**src/hdl/assert_macros.svh**
```systemverilog
// Assertion helpers shared by the RTL.
`ifndef ASSERT_MACROS_SVH
`define ASSERT_MACROS_SVH

// Implication checked every clock, muted during reset.
`define ASSERT_IMPL(label, clk, rst, ante, cons, msg) \
   label: assert property (@(posedge clk) disable iff (rst) (ante) |-> (cons)) \
      else $error(msg);

// Next-cycle implication, muted during reset.
`define ASSERT_NEXT(label, clk, rst, ante, cons, msg) \
   label: assert property (@(posedge clk) disable iff (rst) (ante) |=> (cons)) \
      else $error(msg);

`endif

```
**src/hdl/tsrp_pkg.sv**
```systemverilog
package tsrp_pkg;

   typedef enum logic [1:0] {
      OP_INSERT  = 2'd0,
      OP_SERVICE = 2'd1,
      OP_CLEAR   = 2'd2,
      OP_NONE    = 2'd3
   } op_type;

   typedef enum logic [2:0] {
      ST_INSERTED = 3'd0,
      ST_EMITTED  = 3'd1,
      ST_STALE    = 3'd2,
      ST_MISSING  = 3'd3,
      ST_HELD     = 3'd4,
      ST_CLEARED  = 3'd5,
      ST_FULL     = 3'd6
   } status_type;

   localparam logic [6:0] PRESSURE_RESET = 7'd90;
   localparam int unsigned PERCENT_SCALE = 100;

   typedef struct packed {
      logic [1:0]  opcode;
      logic [31:0] start_offset;
      logic [31:0] run_length;
      logic [31:0] payload;
      logic [6:0]  downstream_fill;
   } req_type;

   typedef struct packed {
      logic [2:0]  status;
      logic [31:0] out_offset;
      logic [31:0] out_length;
      logic [31:0] out_payload;
      logic [31:0] missing_key;
      logic [6:0]  usage_percent;
   } rsp_type;

   // Classified command passed from front to back.
   typedef struct packed {
      op_type      op;
      logic        go;       // service step allowed by pressure
      logic [31:0] key;
      logic [31:0] len;
      logic [31:0] data;
   } cmd_type;

endpackage

```
**src/hdl/tsrp_front.sv**
```systemverilog
module tsrp_front
   import tsrp_pkg::*;
(
   input  logic    clock,
   input  logic    reset,
   input  logic    csr_valid,
   output logic    csr_ready,
   input  logic [6:0] csr_data,
   input  logic    req_valid,
   output logic    req_ready,
   input  req_type req_data,
   output logic    cmd_valid,
   input  logic    cmd_ready,
   output cmd_type cmd_data
);
   // Two-entry queue toward the back end.
   logic [6:0] limit_ff, limit_in;
   cmd_type    q_ff [2];
   logic [1:0] cnt_ff, cnt_in;
   logic       rd_ff, rd_in, wr_ff, wr_in;
   cmd_type    cmd_new;
   logic       push, pop;

   assign csr_ready = 1'b1;
   assign limit_in  = (csr_valid) ? csr_data : limit_ff;

   always_comb begin
      cmd_new.op   = op_type'(req_data.opcode);
      cmd_new.go   = (req_data.downstream_fill < limit_ff);
      cmd_new.key  = req_data.start_offset;
      cmd_new.len  = req_data.run_length;
      cmd_new.data = req_data.payload;
   end

   assign req_ready = (cnt_ff != 2'd2);
   assign push      = req_valid && req_ready;
   assign cmd_valid = (cnt_ff != 2'd0);
   assign pop       = cmd_valid && cmd_ready;
   assign cmd_data  = q_ff[rd_ff];
   assign cnt_in    = cnt_ff + {1'b0, push} - {1'b0, pop};
   assign wr_in     = wr_ff ^ push;
   assign rd_in     = rd_ff ^ pop;

   always_ff @(posedge clock) begin
      if (reset) begin
         limit_ff <= PRESSURE_RESET;
         cnt_ff   <= 2'd0;
         rd_ff    <= 1'b0;
         wr_ff    <= 1'b0;
      end else begin
         limit_ff <= limit_in;
         cnt_ff   <= cnt_in;
         rd_ff    <= rd_in;
         wr_ff    <= wr_in;
      end
      if (push) begin
         q_ff[wr_ff] <= cmd_new;
      end
   end

   `include "assert_macros.svh"
   `ASSERT_IMPL(a_cnt_range, clock, reset, 1'b1, cnt_ff != 2'd3, "queue count overflow")
   `ASSERT_NEXT(a_full_stall, clock, reset, cnt_ff == 2'd2 && !pop, !req_ready, "full queue took beat")
endmodule

```
**config.mk**
```make
export PLATFORM = sky130hd
export DESIGN_NAME = tsrp_front
export DESIGN_NICKNAME = d
export VERILOG_FILES = /design/src/hdl/tsrp_pkg.sv /design/src/hdl/tsrp_front.sv
export VERILOG_INCLUDE_DIRS = /design/src /design/src/hdl
export SDC_FILE = /design/constraint.sdc
export NUM_CORES = 1
export LEC_CHECK = 0
export BUFFER_PORTS_ARGS = -buffer_cell sky130_fd_sc_hd__buf_2
export CAP_MARGIN = 20
export CORE_UTILIZATION = 45
export DETAILED_ROUTE_END_ITERATION = 12
export PLACE_DENSITY = 0.77
export SLEW_MARGIN = 20
export SYNTH_ARGS = -nofsm -noshare
export SYNTH_HDL_FRONTEND = slang
export SYNTH_SLANG_ARGS = --single-unit
```
**constraint.sdc**
```tcl
create_clock -name clock -period 7.45 [get_ports clock]
set_clock_uncertainty 0.2 [all_clocks]
set_input_delay 1.1175 -clock clock [delete_from_list [all_inputs] [get_ports clock]]
set_output_delay 1.1175 -clock clock [all_outputs]
set_load 0.02 [all_outputs]
```
==> impl_metrics.py <==
metrics = {
    "run_status": {
        "status": "finished, final reports clean",
    },
    "global_route": {
        "use_met1_pct": 18.05,
        "grt_pass1_vias": 4474,
        "grt_most_used_layer": "met2",
        "grt_pass1_wl_mm": 22.27,
        "grt_usage_pct": 16.12,
        "grt_max_degree": 88,
        "met2_usage_pct": 29.08,
        "met3_usage_pct": 4.909,
        "antenna_found_initial": 3,
        "grt_overflow_total": 0,
    },
    "power_and_ir_drop": {
        "power.total_w": 0.003159,
        "p_leak_nw": 3.750,
        "powerDensity_nw_per_um2": 324.3,
        "vdd_ir_drop_max_mv": 0.1987,
    },
    "logic_synthesis": {
        "ys_seq_area_share_pct": 79.50,
        "syn_area_per_cell_um2": 20.36,
        "syn_inst": 381,
        "synth_top_family_by_area": "multiplexers",
        "yosys_warnings": 0,
        "synth_area_um2": 7756,
        "ys_ff_latch": 209,
        "yosys.area_share.simple_pct": 1.468,
        "synth_compound_area_share_pct": 1.355,
        "synthMuxAreaShare_pct": 14.91,
        "syn_nets": 506,
        "synth_cell_types": 28,
        "synth_xor_area_share_pct": 0.1129,
        "synthAdderAreaFrac_pct": 1.291,
    },
    "worst_setup_path": {
        "cpMaxStageDelayCell": "dfxtp_4",
        "crit_required_ns": 6.13,
        "r2r_setup_slack_ns": 4.73,
        "crit_fanout": 60,
        "start_kind": "flop",
        "crit_path_max_incr_delay_ns": 0.72,
        "path_class": "flop to primary output",
        "cp-end-kind": "primary output",
        "cp_cell_sequence": "buf_4, mux2_1, buf_2",
        "critical_path_arrival_ns": 2.62,
    },
    "clock_network": {
        "hold_buffers": 0,
        "cts_tree": "built",
        "numCtsBuffers": 21,
        "clock_latency_ns": 0.48,
        "post_cts_resized": 0,
        "clk_pin_slew_ns": 0.06,
        "clock-sinks": 209,
        "cts-htree-levels": 1,
        "clockRootBuffer": "clkbuf_16",
        "clockBufferDepth": 3,
        "postCtsSetupBuffers": 0,
    },
    "place": {
        "dp_hpwl_mm": 9.401,
        "port_buffers": 217,
        "dp_cells": 807,
        "placed_area_um2": 9089,
        "gp_congestion": 0.7442,
    },
    "routing": {
        "wl_per_cell_um": 16.96,
        "drtIter0Drc": 166,
        "vias": 4166,
        "viasPerCell": 4.919,
        "drc": 0,
        "detail-route-antenna-nets": 0,
        "routed_wl_mm": 14.36,
        "drtPass1Iterations": 4,
    },
    "min_path": {
        "hold_class": "flop to flop",
    },
    "floorplanning": {
        "rows": 47,
        "die_width_um": 133.3,
        "start_util_pct": 46.44,
        "core_um2": 16700,
        "dieArea_um2": 17760,
        "die_h_um": 133.3,
        "ios": 219,
    },
    "final_layout": {
        "final_cells": 847,
        "drive_above_1_share_pct": 40.87,
        "stdcell_area_um2": 9741,
        "area_growth_pct": 25.58,
        "utilization_pct": 58.32,
        "nets": 735,
    },
    "sta": {
        "drv_slew": 0,
        "finalCriticalPeriod_ns": 3.935,
        "max_freq_mhz": 254.1,
        "fin_setup_tns_ns": 0,
        "post-route-period-util_pct": 52.82,
        "setup_viol": 0,
        "rsz0062_at_grt": "false",
        "slew_headroom_pct": 41.16,
        "hold_viol_final": 0,
        "max_slew.worst_pin.slew_ns": 0.8826,
    },
    "flow_run": {
        "maxCapViolations": 0,
    },
}
## layout by cell type, fill, tap and decap left out, types with 4 or more instances in the layout
| master | count |
|---|---|
| buf_2 | 217 |
| edfxtp_1 | 198 |
| mux2_1 | 100 |
| clkbuf_16 | 21 |
| nor2_1 | 10 |
| dfxtp_1 | 10 |
| inv_1 | 7 |
| ha_1 | 7 |
| clkinv_2 | 7 |
| nand2_1 | 4 |
| o211ai_1 | 4 |
| clkbuf_1 | 4 |
## routing by layer
layer	share of wire, %	up-vias
met5	0.091	-
met1	39	2018
met2	51	170
met3	8.4	28
met4	2.2	2
li1	-	1948
## sequential cells by signal, summed over array words and instances, names as in the netlist
register and count:
q_ff 198, limit_ff 7, cnt_ff 2, rd_ff 1, wr_ff 1
## critical path, delay by kind of cell (launching register included)
| family | cells | cell delay (ns) |
|---|---|---|
| buffers and inverters | 2 | 0.88 |
| multiplexers | 1 | 0.43 |
| flip-flops | 1 | 0.72 |
## final cells by class
type | instances | area [um^2]
antenna | 3 | 7.507
inverter | 8 | 30.03
clock buffer | 27 | 568.0
clock inverter | 10 | 72.57
sequential | 209 | 6170
tap | 220 | 275.3
multi-input combinational | 150 | 1505
timing repair buffer | 220 | 1112
fill | 1288 | 6960
## metrics by stage
step           hold WS (ns)  worst slack [ns]
6_report             0.2883             3.515
3_3_place_gp         0.2772             4.026
2_1_floorplan        0.2593             3.211
5_1_grt              0.3177             3.398
3_5_place_dp         0.2833             4.003
4_1_cts              0.2924             3.469
## path summary, 6_finish.rpt
| path | start | end | cells after the start |
|---|---|---|---|
| setup / recovery | rd_ff$_SDFF_PP0_ | cmd_data[32] | 3 |
| hold / removal | limit_ff[1]$_SDFFE_PP1P_ | limit_ff[1]$_SDFFE_PP1P_ | 2 |
| setup reg to reg | cnt_ff[0]$_SDFF_PP0_ | q_ff[0][18]$_DFFE_PP_ | 4 |
| hold reg to reg | limit_ff[1]$_SDFFE_PP1P_ | limit_ff[1]$_SDFFE_PP1P_ | 2 |
## cell usage after synthesis
| cell | number | share of area, % |
|---|---|---|
| a211oi_1 | 1 | 0.097 |
| edfxtp_1 | 198 | 77 |
| nor2b_1 | 3 | 0.24 |
| mux2_1 | 100 | 15 |
| a221oi_2 | 1 | 0.19 |
| o211ai_1 | 4 | 0.39 |
| or2_1 | 1 | 0.081 |
| and3_1 | 1 | 0.081 |
| nand3_1 | 1 | 0.064 |
| a32oi_1 | 1 | 0.11 |
| nand2_1 | 4 | 0.19 |
| and2_1 | 1 | 0.081 |
| mux2i_1 | 3 | 0.39 |
| a21o_1 | 2 | 0.19 |
| nand2b_1 | 2 | 0.16 |
| dfxtp_1 | 11 | 2.8 |
| nand4_1 | 1 | 0.081 |
| buf_2 | 13 | 0.84 |
| o21ai_0 | 2 | 0.13 |
| inv_1 | 7 | 0.34 |
| clkinv_1 | 1 | 0.048 |
| nor2_1 | 10 | 0.48 |
| conb_1 | 1 | 0.048 |
| a21bo_1 | 1 | 0.13 |
| buf_4 | 1 | 0.097 |
| ha_1 | 8 | 1.3 |
| a211o_1 | 1 | 0.11 |
| xor2_1 | 1 | 0.11 |
## cells by family (layout without fill, tap and decap cells)
group / Yosys count / count (layout)
flops: 209 / 209
mux: 103 / 103
simple gates: 24 / 24
buf+inv: 22 / 265
compound gates: 13 / 13
fa+ha+maj: 8 / 8
other cells: 1 / 4
xor+xnor: 1 / 1
## where the power goes
group | switching (W) | internal [W]
combinational | 0.000431 | 0.000250
clock | 0.000401 | 0.000571
sequential | 0.0000570 | 0.00145
No activity file was read; power rests on OpenSTA's default activity.
